===== src/hdl/kes_pkg.sv =====
// ----------------------------------------------------------------------------
// kes_pkg: shared definitions for the keyframe envelope evaluator
// Table geometry, arithmetic widths, datapath operation codes and the
// command and status bundles passed between the controller and the datapath.
// ----------------------------------------------------------------------------
package kes_pkg;

	// Keyframe table geometry.
	localparam int MAX_POINTS = 8;
	localparam int IDX_W      = $clog2(MAX_POINTS);
	localparam int N_W        = $clog2(MAX_POINTS + 1);
	localparam int CNT_W      = 4;

	// Field widths.
	localparam int TIME_W  = 16;
	localparam int LEVEL_W = 16;
	localparam int PIDX_W  = 3;

	localparam logic [LEVEL_W-1:0] LEVEL_ONE = 16'd32768;

	// Segment position and polynomial arithmetic.
	localparam int FRAC_BITS = 14;
	localparam int STEP_W    = $clog2(FRAC_BITS);
	localparam int COEF_W    = 24;
	localparam int LO_W      = 26;
	localparam int MUL_A_W   = 27;
	localparam int MUL_B_W   = FRAC_BITS + 1;
	localparam int MUL_P_W   = MUL_A_W + MUL_B_W;
	localparam int ACC_W     = 66;
	localparam int SHIFT_OUT = 3 * FRAC_BITS;
	localparam int HI_W      = ACC_W - SHIFT_OUT;

	// Final divide by six: y / 6 == (y * RECIP6) >> RECIP_SH for y below 2^19.
	localparam int RND_W    = 18;
	localparam int RECIP_W  = 19;
	localparam int RECIP_SH = 21;
	localparam logic [RECIP_W-1:0] RECIP6 = 19'd349526;
	localparam logic [RND_W-1:0]   Y_MAX  = 18'd196608;

	// Datapath operations.
	typedef logic [4:0] dp_op_t;
	localparam dp_op_t OP_NONE     = 5'd0;
	localparam dp_op_t OP_WRITE    = 5'd1;
	localparam dp_op_t OP_LOAD_Q   = 5'd2;
	localparam dp_op_t OP_RES_ZERO = 5'd3;
	localparam dp_op_t OP_RES_SAT  = 5'd4;
	localparam dp_op_t OP_PREV     = 5'd5;
	localparam dp_op_t OP_SEG      = 5'd6;
	localparam dp_op_t OP_P0       = 5'd7;
	localparam dp_op_t OP_P1       = 5'd8;
	localparam dp_op_t OP_PP       = 5'd9;
	localparam dp_op_t OP_PN       = 5'd10;
	localparam dp_op_t OP_DIV      = 5'd11;
	localparam dp_op_t OP_COEF     = 5'd12;
	localparam dp_op_t OP_MUL_C3   = 5'd13;
	localparam dp_op_t OP_ADD_C2   = 5'd14;
	localparam dp_op_t OP_MUL_LO   = 5'd15;
	localparam dp_op_t OP_MUL_HI   = 5'd16;
	localparam dp_op_t OP_ADD_C1   = 5'd17;
	localparam dp_op_t OP_ADD_C0   = 5'd18;
	localparam dp_op_t OP_ROUND    = 5'd19;
	localparam dp_op_t OP_SCALE    = 5'd20;

	typedef struct packed {
		dp_op_t           op;
		logic [IDX_W-1:0] rd_addr;
		logic             out_load;
	} dp_cmd_t;

	typedef struct packed {
		logic q_le;
		logic q_ge;
		logic prev_le;
		logic out_busy;
	} dp_stat_t;

	function automatic logic [LEVEL_W-1:0] sat_level(input logic [LEVEL_W-1:0] v);
		return (v > LEVEL_ONE) ? LEVEL_ONE : v;
	endfunction

endpackage


===== src/hdl/kes_dp.sv =====
// ----------------------------------------------------------------------------
// kes_dp: envelope evaluator datapath
// Keyframe tables, segment search compares, restoring divider for the
// segment position, shared multiplier for the Horner polynomial, rounding
// and the output register.
// ----------------------------------------------------------------------------
module kes_dp (
	input  logic                           clk,
	input  logic                           arst_n,
	input  kes_pkg::dp_cmd_t               cmd,
	output kes_pkg::dp_stat_t              stat,
	input  logic [kes_pkg::PIDX_W-1:0]     point_index,
	input  logic [kes_pkg::TIME_W-1:0]     point_time,
	input  logic [kes_pkg::LEVEL_W-1:0]    point_level,
	input  logic [kes_pkg::TIME_W-1:0]     query_time,
	output logic                           out_valid,
	input  logic                           out_stall,
	output logic [kes_pkg::LEVEL_W-1:0]    level
);
	import kes_pkg::*;

	logic [TIME_W-1:0]  time_tab_q  [MAX_POINTS];
	logic [LEVEL_W-1:0] level_tab_q [MAX_POINTS];
	logic               wr_ok;
	logic [IDX_W-1:0]   wr_idx;
	logic [TIME_W-1:0]  rd_time;
	logic [LEVEL_W-1:0] rd_level;

	logic [TIME_W-1:0]    q_q;
	logic [TIME_W-1:0]    prev_q;
	logic [TIME_W-1:0]    rem_q;
	logic [TIME_W-1:0]    den_q;
	logic [FRAC_BITS-1:0] frac_q;
	logic [TIME_W:0]      rem_x2;
	logic [TIME_W:0]      rem_diff;
	logic                 div_ge;

	logic [LEVEL_W-1:0] p0_q, p1_q, pp_q, pn_q;
	logic signed [COEF_W-1:0] p0s, p1s, pps, pns;
	logic signed [COEF_W-1:0] c0_n, c1_n, c2_n, c3_n;
	logic signed [COEF_W-1:0] c0_q, c1_q, c2_q, c3_q;

	logic signed [MUL_A_W-1:0] mul_a;
	logic signed [MUL_B_W-1:0] mul_b;
	logic signed [MUL_P_W-1:0] mul_p;
	logic signed [MUL_P_W-1:0] mul_q;
	logic signed [ACC_W-1:0]   acc_q;

	logic                     s_pos;
	logic [HI_W:0]            y_full;
	logic [RND_W-1:0]         y_q;
	logic [RND_W+RECIP_W-1:0] scaled;
	logic [LEVEL_W-1:0]       res_q;
	logic [LEVEL_W-1:0]       level_q;
	logic                     out_valid_q;

	// Keyframe tables: one write port, one read port.
	assign wr_ok  = (int'(point_index) < MAX_POINTS);
	assign wr_idx = IDX_W'(point_index);

	always_ff @(posedge clk) begin
		if (cmd.op == OP_WRITE && wr_ok) begin
			time_tab_q[wr_idx]  <= point_time;
			level_tab_q[wr_idx] <= point_level;
		end
	end

	assign rd_time  = time_tab_q[cmd.rd_addr];
	assign rd_level = level_tab_q[cmd.rd_addr];

	assign stat.q_le     = (q_q <= rd_time);
	assign stat.q_ge     = (q_q >= rd_time);
	assign stat.prev_le  = (prev_q <= q_q);
	assign stat.out_busy = out_valid_q && out_stall;

	// One quotient bit per step; the remainder always stays below the divisor.
	assign rem_x2   = {rem_q, 1'b0};
	assign rem_diff = rem_x2 - {1'b0, den_q};
	assign div_ge   = (rem_x2 >= {1'b0, den_q});

	// Power-basis coefficients of the Bezier with Catmull-Rom inner points.
	assign p0s  = signed'(COEF_W'(p0_q));
	assign p1s  = signed'(COEF_W'(p1_q));
	assign pps  = signed'(COEF_W'(pp_q));
	assign pns  = signed'(COEF_W'(pn_q));
	assign c0_n = (p0s <<< 2) + (p0s <<< 1);
	assign c1_n = (p1s <<< 1) + p1s - (pps <<< 1) - pps;
	assign c2_n = (p1s <<< 3) + (p1s <<< 2) + (pps <<< 2) + (pps <<< 1)
	            + p0s - (p0s <<< 4) - (pns <<< 1) - pns;
	assign c3_n = (p0s <<< 3) + p0s - (p1s <<< 3) - p1s
	            + (pns <<< 1) + pns - (pps <<< 1) - pps;

	// Shared multiplier; the accumulator is multiplied in a low and a high half.
	always_comb begin
		unique case (cmd.op)
			OP_MUL_C3: mul_a = MUL_A_W'(c3_q);
			OP_MUL_LO: mul_a = signed'({1'b0, acc_q[LO_W-1:0]});
			default:   mul_a = acc_q[LO_W+MUL_A_W-1:LO_W];
		endcase
	end

	assign mul_b = signed'({1'b0, frac_q});
	assign mul_p = MUL_P_W'(mul_a) * MUL_P_W'(mul_b);

	assign s_pos  = !acc_q[ACC_W-1] && (acc_q != '0);
	assign y_full = {1'b0, acc_q[ACC_W-1:SHIFT_OUT]} + (HI_W+1)'(3);
	assign scaled = y_q * RECIP6;

	always_ff @(posedge clk) begin
		unique case (cmd.op)
			OP_LOAD_Q:   q_q <= query_time;
			OP_RES_ZERO: res_q <= '0;
			OP_RES_SAT:  res_q <= sat_level(rd_level);
			OP_PREV:     prev_q <= rd_time;
			OP_SEG: begin
				rem_q  <= q_q - prev_q;
				den_q  <= rd_time - prev_q;
				frac_q <= '0;
			end
			OP_P0: p0_q <= rd_level;
			OP_P1: p1_q <= rd_level;
			OP_PP: pp_q <= rd_level;
			OP_PN: pn_q <= rd_level;
			OP_DIV: begin
				rem_q  <= div_ge ? rem_diff[TIME_W-1:0] : rem_x2[TIME_W-1:0];
				frac_q <= {frac_q[FRAC_BITS-2:0], div_ge};
			end
			OP_COEF: begin
				c0_q <= c0_n;
				c1_q <= c1_n;
				c2_q <= c2_n;
				c3_q <= c3_n;
			end
			OP_MUL_C3: mul_q <= mul_p;
			OP_ADD_C2: acc_q <= ACC_W'(mul_q) + (ACC_W'(c2_q) <<< FRAC_BITS);
			OP_MUL_LO: mul_q <= mul_p;
			OP_MUL_HI: begin
				acc_q <= ACC_W'(mul_q);
				mul_q <= mul_p;
			end
			OP_ADD_C1: acc_q <= acc_q + (ACC_W'(mul_q) <<< LO_W)
			                  + (ACC_W'(c1_q) <<< (2 * FRAC_BITS));
			OP_ADD_C0: acc_q <= acc_q + (ACC_W'(mul_q) <<< LO_W)
			                  + (ACC_W'(c0_q) <<< SHIFT_OUT);
			OP_ROUND: begin
				if (!s_pos) begin
					y_q <= '0;
				end else if (y_full >= (HI_W+1)'(Y_MAX)) begin
					y_q <= Y_MAX;
				end else begin
					y_q <= y_full[RND_W-1:0];
				end
			end
			OP_SCALE: res_q <= scaled[RECIP_SH +: LEVEL_W];
			default: begin
			end
		endcase
	end

	// Output register.
	always_ff @(posedge clk or negedge arst_n) begin
		if (!arst_n) begin
			out_valid_q <= 1'b0;
		end else if (cmd.out_load) begin
			out_valid_q <= 1'b1;
		end else if (out_valid_q && !out_stall) begin
			out_valid_q <= 1'b0;
		end
	end

	always_ff @(posedge clk) begin
		if (cmd.out_load) begin
			level_q <= res_q;
		end
	end

	assign out_valid = out_valid_q;
	assign level     = level_q;

endmodule


===== src/hdl/kes_ctrl.sv =====
// ----------------------------------------------------------------------------
// kes_ctrl: envelope evaluator controller
// Holds the point count register and sequences the end checks, the segment
// search, the level reads, the divider and the polynomial steps.
// ----------------------------------------------------------------------------
module kes_ctrl (
	input  logic                       clk,
	input  logic                       arst_n,
	input  logic                       in_valid,
	input  logic                       req_type,
	output logic                       in_stall,
	input  logic                       cfg_valid,
	input  logic [kes_pkg::CNT_W-1:0]  cfg_data,
	output logic                       cfg_ready,
	input  kes_pkg::dp_stat_t          stat,
	output kes_pkg::dp_cmd_t           cmd
);
	import kes_pkg::*;

	localparam logic [4:0] S_IDLE = 5'd0;
	localparam logic [4:0] S_CHK0 = 5'd1;
	localparam logic [4:0] S_CHKN = 5'd2;
	localparam logic [4:0] S_SRCH = 5'd3;
	localparam logic [4:0] S_LAST = 5'd4;
	localparam logic [4:0] S_LP0  = 5'd5;
	localparam logic [4:0] S_LP1  = 5'd6;
	localparam logic [4:0] S_LPP  = 5'd7;
	localparam logic [4:0] S_LPN  = 5'd8;
	localparam logic [4:0] S_DIV  = 5'd9;
	localparam logic [4:0] S_COEF = 5'd10;
	localparam logic [4:0] S_MC3  = 5'd11;
	localparam logic [4:0] S_AC2  = 5'd12;
	localparam logic [4:0] S_ML2  = 5'd13;
	localparam logic [4:0] S_MH2  = 5'd14;
	localparam logic [4:0] S_AC1  = 5'd15;
	localparam logic [4:0] S_ML3  = 5'd16;
	localparam logic [4:0] S_MH3  = 5'd17;
	localparam logic [4:0] S_AC0  = 5'd18;
	localparam logic [4:0] S_RND  = 5'd19;
	localparam logic [4:0] S_SCL  = 5'd20;
	localparam logic [4:0] S_RES  = 5'd21;

	logic [4:0]        state_q, state_d;
	logic [CNT_W-1:0]  count_q;
	logic [N_W-1:0]    n_q, n_d;
	logic [IDX_W-1:0]  k_q, k_d;
	logic [IDX_W-1:0]  seg_q, seg_d;
	logic [STEP_W-1:0] step_q, step_d;
	logic [N_W-1:0]    n_m1;
	logic [IDX_W-1:0]  last_idx;
	logic [IDX_W-1:0]  seg_inc;
	logic              pn_at_end;

	assign in_stall  = (state_q != S_IDLE);
	assign cfg_ready = (state_q == S_IDLE);

	assign n_m1      = n_q - N_W'(1);
	assign last_idx  = n_m1[IDX_W-1:0];
	assign seg_inc   = seg_q + IDX_W'(1);
	assign pn_at_end = (N_W'(seg_q) + N_W'(2) >= n_q);

	always_comb begin
		state_d      = state_q;
		n_d          = n_q;
		k_d          = k_q;
		seg_d        = seg_q;
		step_d       = step_q;
		cmd.op       = OP_NONE;
		cmd.rd_addr  = '0;
		cmd.out_load = 1'b0;
		unique case (state_q)
			S_IDLE: begin
				if (in_valid) begin
					if (!req_type) begin
						cmd.op = OP_WRITE;
					end else begin
						cmd.op  = OP_LOAD_Q;
						n_d     = (int'(count_q) > MAX_POINTS) ? N_W'(MAX_POINTS)
						                                       : N_W'(count_q);
						state_d = S_CHK0;
					end
				end
			end
			S_CHK0: begin
				cmd.rd_addr = '0;
				if (n_q == '0) begin
					cmd.op  = OP_RES_ZERO;
					state_d = S_RES;
				end else if (n_q == N_W'(1) || stat.q_le) begin
					cmd.op  = OP_RES_SAT;
					state_d = S_RES;
				end else begin
					cmd.op  = OP_PREV;
					state_d = S_CHKN;
				end
			end
			S_CHKN: begin
				cmd.rd_addr = last_idx;
				if (stat.q_ge) begin
					cmd.op  = OP_RES_SAT;
					state_d = S_RES;
				end else begin
					k_d     = IDX_W'(1);
					state_d = S_SRCH;
				end
			end
			S_SRCH: begin
				cmd.rd_addr = k_q;
				if (stat.prev_le && !stat.q_ge) begin
					cmd.op  = OP_SEG;
					seg_d   = k_q - IDX_W'(1);
					state_d = S_LP0;
				end else begin
					cmd.op = OP_PREV;
					if (N_W'(k_q) == n_m1) begin
						state_d = S_LAST;
					end else begin
						k_d = k_q + IDX_W'(1);
					end
				end
			end
			S_LAST: begin
				cmd.rd_addr = last_idx;
				cmd.op      = OP_RES_SAT;
				state_d     = S_RES;
			end
			S_LP0: begin
				cmd.rd_addr = seg_q;
				cmd.op      = OP_P0;
				state_d     = S_LP1;
			end
			S_LP1: begin
				cmd.rd_addr = seg_inc;
				cmd.op      = OP_P1;
				state_d     = S_LPP;
			end
			S_LPP: begin
				cmd.rd_addr = (seg_q == '0) ? seg_q : seg_q - IDX_W'(1);
				cmd.op      = OP_PP;
				state_d     = S_LPN;
			end
			S_LPN: begin
				cmd.rd_addr = pn_at_end ? seg_inc : seg_q + IDX_W'(2);
				cmd.op      = OP_PN;
				step_d      = '0;
				state_d     = S_DIV;
			end
			S_DIV: begin
				cmd.op = OP_DIV;
				step_d = step_q + STEP_W'(1);
				if (step_q == STEP_W'(FRAC_BITS - 1)) begin
					state_d = S_COEF;
				end
			end
			S_COEF: begin
				cmd.op  = OP_COEF;
				state_d = S_MC3;
			end
			S_MC3: begin
				cmd.op  = OP_MUL_C3;
				state_d = S_AC2;
			end
			S_AC2: begin
				cmd.op  = OP_ADD_C2;
				state_d = S_ML2;
			end
			S_ML2: begin
				cmd.op  = OP_MUL_LO;
				state_d = S_MH2;
			end
			S_MH2: begin
				cmd.op  = OP_MUL_HI;
				state_d = S_AC1;
			end
			S_AC1: begin
				cmd.op  = OP_ADD_C1;
				state_d = S_ML3;
			end
			S_ML3: begin
				cmd.op  = OP_MUL_LO;
				state_d = S_MH3;
			end
			S_MH3: begin
				cmd.op  = OP_MUL_HI;
				state_d = S_AC0;
			end
			S_AC0: begin
				cmd.op  = OP_ADD_C0;
				state_d = S_RND;
			end
			S_RND: begin
				cmd.op  = OP_ROUND;
				state_d = S_SCL;
			end
			S_SCL: begin
				cmd.op  = OP_SCALE;
				state_d = S_RES;
			end
			S_RES: begin
				if (!stat.out_busy) begin
					cmd.out_load = 1'b1;
					state_d      = S_IDLE;
				end
			end
			default: begin
				state_d = S_IDLE;
			end
		endcase
	end

	always_ff @(posedge clk or negedge arst_n) begin
		if (!arst_n) begin
			state_q <= S_IDLE;
			count_q <= '0;
			n_q     <= '0;
			k_q     <= '0;
			seg_q   <= '0;
			step_q  <= '0;
		end else begin
			state_q <= state_d;
			n_q     <= n_d;
			k_q     <= k_d;
			seg_q   <= seg_d;
			step_q  <= step_d;
			if (cfg_valid && cfg_ready) begin
				count_q <= cfg_data;
			end
		end
	end

`ifndef SYNTH
	// An accepted evaluate item blocks the input until its result is handed over.
	a_eval_blocks: assert property (@(posedge clk) disable iff (!arst_n)
		(state_q == S_IDLE && in_valid && req_type) |=> in_stall)
		else $error("evaluate item accepted but input not stalled");

	// The search never reads past the last point in use.
	a_srch_range: assert property (@(posedge clk) disable iff (!arst_n)
		(state_q == S_SRCH) |-> (k_q != '0 && N_W'(k_q) < n_q))
		else $error("segment search index out of range");

	// A found segment leaves room for its end point.
	a_seg_range: assert property (@(posedge clk) disable iff (!arst_n)
		(state_q == S_LP0) |-> (N_W'(seg_q) + N_W'(2) <= n_q))
		else $error("segment index out of range");

	// The divider runs exactly the fraction width.
	a_div_steps: assert property (@(posedge clk) disable iff (!arst_n)
		(state_q == S_DIV) |-> (step_q < STEP_W'(FRAC_BITS)))
		else $error("divider step count overrun");

	// A result is never loaded over one that is still held by the consumer.
	a_no_overwrite: assert property (@(posedge clk) disable iff (!arst_n)
		cmd.out_load |-> !stat.out_busy)
		else $error("output register overwritten while stalled");
`endif

endmodule


===== src/hdl/keyframe_envelope_spline_eval.sv =====
// ----------------------------------------------------------------------------
// keyframe_envelope_spline_eval: keyframe intensity envelope evaluator
// Stores up to eight time/level keyframes and returns the envelope level at
// a query time, using a cubic Bezier with Catmull-Rom tangents per segment.
// ----------------------------------------------------------------------------
// A write item (req_type 0) stores one keyframe and gives no result; it can
// be followed by another item in the next cycle. An evaluate item (req_type
// 1) gives exactly one level item and is handled one at a time: the input
// stalls from the cycle after acceptance until its result has moved into the
// output register. An empty table, a query at or before the first point, or
// at or beyond the last point in use is answered from the end checks alone.
// When out-of-order keyframes leave no segment around the query, the whole
// search runs and the level of the last point in use is returned. An
// interior query goes through acceptance, the two end checks, the segment
// search (1 to 7 segments tried), 4 level reads, the divider for the 14-bit
// segment position (one quotient bit per cycle), the polynomial work on one
// shared 27 by 15 bit multiplier and the result handoff. The handoff waits
// while the previous level is still held in the output register by
// out_stall.
// The keyframe table has one read port, which sets the length of the search
// and the level reads. The output register lets a new item be taken while
// the previous level still waits on out_stall. Keyframes must be written in
// ascending time and an entry must be written before a point_count that
// covers it is used; point_count above eight acts as eight. The config
// register is written only while the block is idle. There is no clearing
// pass after reset.
// ----------------------------------------------------------------------------
module keyframe_envelope_spline_eval (
	input  logic                           clk,
	input  logic                           arst_n,
	// Request channel.
	input  logic                           in_valid,
	output logic                           in_stall,
	input  logic                           req_type,
	input  logic [kes_pkg::PIDX_W-1:0]     point_index,
	input  logic [kes_pkg::TIME_W-1:0]     point_time,
	input  logic [kes_pkg::LEVEL_W-1:0]    point_level,
	input  logic [kes_pkg::TIME_W-1:0]     query_time,
	// Result channel.
	output logic                           out_valid,
	input  logic                           out_stall,
	output logic [kes_pkg::LEVEL_W-1:0]    level,
	// Point count register write.
	input  logic                           cfg_valid,
	output logic                           cfg_ready,
	input  logic [kes_pkg::CNT_W-1:0]      cfg_data
);
	import kes_pkg::*;

	dp_cmd_t  cmd;
	dp_stat_t stat;

	// The controller owns sequencing and the point count; every item the
	// datapath handles is steered by the command bundle alone.
	kes_ctrl u_ctrl (
		.clk       (clk),
		.arst_n    (arst_n),
		.in_valid  (in_valid),
		.req_type  (req_type),
		.in_stall  (in_stall),
		.cfg_valid (cfg_valid),
		.cfg_data  (cfg_data),
		.cfg_ready (cfg_ready),
		.stat      (stat),
		.cmd       (cmd)
	);

	// The datapath holds the keyframe tables, the divider, the polynomial
	// accumulator and the output register.
	kes_dp u_dp (
		.clk         (clk),
		.arst_n      (arst_n),
		.cmd         (cmd),
		.stat        (stat),
		.point_index (point_index),
		.point_time  (point_time),
		.point_level (point_level),
		.query_time  (query_time),
		.out_valid   (out_valid),
		.out_stall   (out_stall),
		.level       (level)
	);

endmodule


===== config.mk =====
export PLATFORM = sky130hd
export DESIGN_NAME = keyframe_envelope_spline_eval
export DESIGN_NICKNAME = d
export VERILOG_FILES = /design/src/hdl/kes_pkg.sv /design/src/hdl/kes_dp.sv /design/src/hdl/kes_ctrl.sv /design/src/hdl/keyframe_envelope_spline_eval.sv
export SDC_FILE = /design/constraint.sdc
export NUM_CORES = 2
export LEC_CHECK = 0
export BUFFER_PORTS_ARGS = -buffer_cell sky130_fd_sc_hd__buf_2
export CORE_UTILIZATION = 52
export CTS_CLUSTER_DIAMETER = 120
export DETAILED_ROUTE_END_ITERATION = 12
export PLACE_DENSITY_LB_ADDON = 0.05
export SLEW_MARGIN = 20
export SYNTH_ARGS = -nofsm -noshare
export SYNTH_HDL_FRONTEND = slang
export SYNTH_SLANG_ARGS = --single-unit

===== constraint.sdc =====
create_clock -name clk -period 10.9 [get_ports clk]
set_input_delay 0.545 -clock clk [delete_from_list [all_inputs] [get_ports clk]]
set_output_delay 0.545 -clock clk [all_outputs]
set_load 0.05 [all_outputs]

==> flow_summary.json <==
{
  "run_status": "finished clean",
  "clock_sinks": 670,
  "initial_standard_cell_utilization_of_the_core_pct": 52.5,
  "syn_nets": 7233,
  "setup_repair_after_global_routing_missed_its_margin": "no",
  "die_area_sq_um": 121000,
  "grt.overflow.total": 0,
  "layout.cell_area.non_filler_sq_um": 67000,
  "synth_sequential_area_ratio_pct": 32.2,
  "critical_path.max_fanout": 27,
  "dr.first_iter.drc_count": 3094,
  "timing.critical_path.arrival_ns": 9.97,
  "hold_class": "in -> reg",
  "vias_in_the_first_global_route": 44400,
  "yosys_register_bits": 670,
  "route.detailed.drc": 0,
  "synth.distinct_cells": 96,
  "slew_violations": 0,
  "cts.root.buffer_cell": "clkbuf_16",
  "port_buffers": 79,
  "fin_setup_tns_ns": 0,
  "width_of_the_die_microns": 347,
  "syn_area_per_cell_sq_um": 10.4,
  "clk_pin_slew_ns": 0.07,
  "synth_top_flop_cell": "edfxtp_1",
  "grt_usage_pct": 29.2,
  "period_minus_slack_ns": 9.59,
  "floorplan.die.height_microns": 347,
  "multi_input_comb_area_sq_um": 37600,
  "post_layout_net_count": 7310,
  "crit_path_top_delay_cell": "dfrtp_1",
  "final-seq-area_sq_um": 20000,
  "cts_tree": "yes",
  "setup_viol_count_final": 0,
  "min_delay_path_depth": 1,
  "detailedRoute.firstPassIterationCount": 5,
  "final.setup_skew_ns": 0.0284,
  "half_perimeter_wire_length_after_detailed_placement_mm": 137,
  "synthesis.instances": 5944,
  "postSynth.asyncResetShare_pct": 3.58,
  "max_fclk_ghz": 0.104,
  "core-area_sq_um": 118000,
  "flow.area_growth_from_synthesis_pct": 8.00,
  "max_cap_viol_count": 0,
  "drt-vias-per-instance": 5.64,
  "cpMostUsedCell": "fa_1",
  "period_utilisation_layout_pct": 88.0,
  "edff_count_synth": 646,
  "worst_r2r_setup_slack_ns": 1.31,
  "postPlaceCellArea_sq_um": 64400,
  "clock_insertion_delay_worst_skew_ns": 0.66,
  "wire_per_inst_microns": 22.6,
  "worst_slew_margin_rel_pct": 20.8,
  "critical_path_class": "reg -> reg",
  "post_synth_main_area_contributors": "edfxtp_1 31%, fa_1 21%, ha_1 12%, inv_1 6.0%, xnor2_1 2.8%",
  "cts_made_buffers": 75,
  "site_rows": 126,
  "route.final.wire_length_mm": 172,
  "netlist.top_cell.by_area": "edfxtp_1",
  "number_of_hold_violations_in_the_final_report": 0,
  "fillerInstances": 10300,
  "rr_worst_depth": 31,
  "synth_warnings": 0,
  "boundary_pins": 80,
  "timing_worst_slew_pin_value_ns": 1.18,
  "cts_max_path_buffers": 3,
  "cts_resized": 0,
  "via_count": 43000,
  "antenna_found_initial": 8,
  "critPathMaxStageDelay_ns": 0.90,
  "wire_length_of_the_first_global_routing_pass_mm": 266,
  "drive_above_1_share_pct": 5.61,
  "post-synth-top-area-fraction_pct": 31.3,
  "timing.critical_path.to_type": "flip-flop",
  "ant_nets": 0,
  "synthesis.area_sq_um": 62000,
  "crit_path_start_kind": "flip-flop",
  "clock_tree.htree_level_count": 3,
  "cp_data_required_time_ns": 11.28,
  "globalplace.congestion": 0.998,
  "grt_max_degree": 111
}
repair_timing:
| item | in CTS | in global routing |
|---|---|---|
| setup endpoints to repair | 0 | 0 |
| hold buffers | 1 | 0 |
| hold endpoints to repair | 24 | 0 |
| setup buffers | 0 | 0 |
flip-flops by register name, indices dropped and copies added, names as in the netlist, 24 cells and up:
signal            flops
u_dp.level_tab_q    128
u_dp.time_tab_q     128
u_dp.acc_q           66
u_dp.mul_q           42
u_dp.c1_q            24
u_dp.c2_q            24
u_dp.c3_q            24
cells in the final DEF, fill, tap and decap left out, types with 61 or more instances in the layout:
cell and n:
a21o_1 106, a21oi_1 258, and2_1 267, buf_2 79, buf_4 85, clkbuf_16 76, edfxtp_1 646, fa_1 644
ha_1 584, inv_1 998, nand2_1 420, nand3_1 93, nor2_1 343, nor2b_1 61, o21ai_0 202, xnor2_1 195
xor2_1 104
cell usage after synthesis, drive strengths merged, types with 17 or more instances:
cell / number
a211oi: 62
a21boi: 30
a21o: 106
a21oi: 260
a31oi: 36
and2: 269
and3: 50
buf: 45
clkbuf: 122
dfrtp: 24
edfxtp: 646
fa: 644
ha: 584
inv: 998
mux2i: 55
nand2: 422
nand2b: 38
nand3: 93
nand4: 34
nor2: 355
nor2b: 61
nor3: 59
nor4: 17
o211ai: 34
o21a: 59
o21ai: 206
o21bai: 56
o22ai: 47
o31ai: 17
or3: 24
xnor2: 195
xor2: 105
worst max-delay path: cells and delay by family, from the launching register on:
kind | cells | cell delay (ns)
flops | 1 | 0.90
buf+inv | 5 | 0.51
fa+ha+maj | 7 | 3.09
xor+xnor | 1 | 0.08
simple gates | 7 | 2.26
compound gates | 11 | 2.47
kinds of logic (layout without fill, tap and decap cells):
group                      after synthesis  in the layout  share of synthesized area (%)
muxes                                   61             61                          0.997
other                                    0              4                              0
adders and majority gates             1228           1228                           32.6
DFF                                    670            670                           32.2
xor gates and xnor gates               301            301                           4.29
buffers and inverters                 1166           1305                           7.25
AOI/OAI and AO/OA                     1051           1051                           11.2
and+or+nand+nor                       1467           1467                           11.5
final timing paths:
kind,startpoint,end
hold reg to reg,u_dp.res_q[8],u_dp.level[8]
setup reg to reg,u_ctrl.state_q[4],u_dp.mul_q[41]
min in group asynchronous,arst_n,u_ctrl.n_q[2]
setup / recovery,u_ctrl.state_q[4],u_dp.mul_q[41]
hold / removal,query_time[12],u_dp.q_q[12]
max in group asynchronous,arst_n,u_ctrl.state_q[0]
final cells by class:
class | instances | share of cell area [%]
Multi-Input combinational cell | 4108 | 56.2
Sequential cell | 670 | 29.9
Inverter | 999 | 5.60
Clock buffer | 94 | 2.94
Tap cell | 1536 | 2.87
Timing Repair Buffer | 167 | 1.62
Clock inverter | 45 | 0.902
Antenna cell | 4 | 0.0149
per-stage QoR:
stage / hold WS, ns / util, % / std cells / worst slack, ns
after CTS: 0.0286 / 56.7 / 7619 / 1.36
after floorplan: 0.249 / - / 5944 / 2.59
after global placement: 0.407 / 54.5 / 7479 / 1.47
final: 0.0691 / 56.7 / 7623 / 1.31
after detailed placement: 0.405 / 54.5 / 7479 / 1.37
after global routing: 0.0507 / 56.7 / 7621 / 0.636
routing by layer:
layer | track usage, % | up-vias | wire length [microns] | part of all wire (%)
met5 | 0 | - | 41 | 0.024
met4 | 12.8 | 6 | 8310 | 4.8
met3 | 3.16 | 332 | 8560 | 5.0
met2 | 50.5 | 1111 | 84600 | 49
met1 | 37.0 | 21300 | 70500 | 41
li1 | - | 20200 | - | -
Power is left out: the tool's default activity adds up to more than one toggle a clock period on the data nets, which glitch-free logic cannot reach.
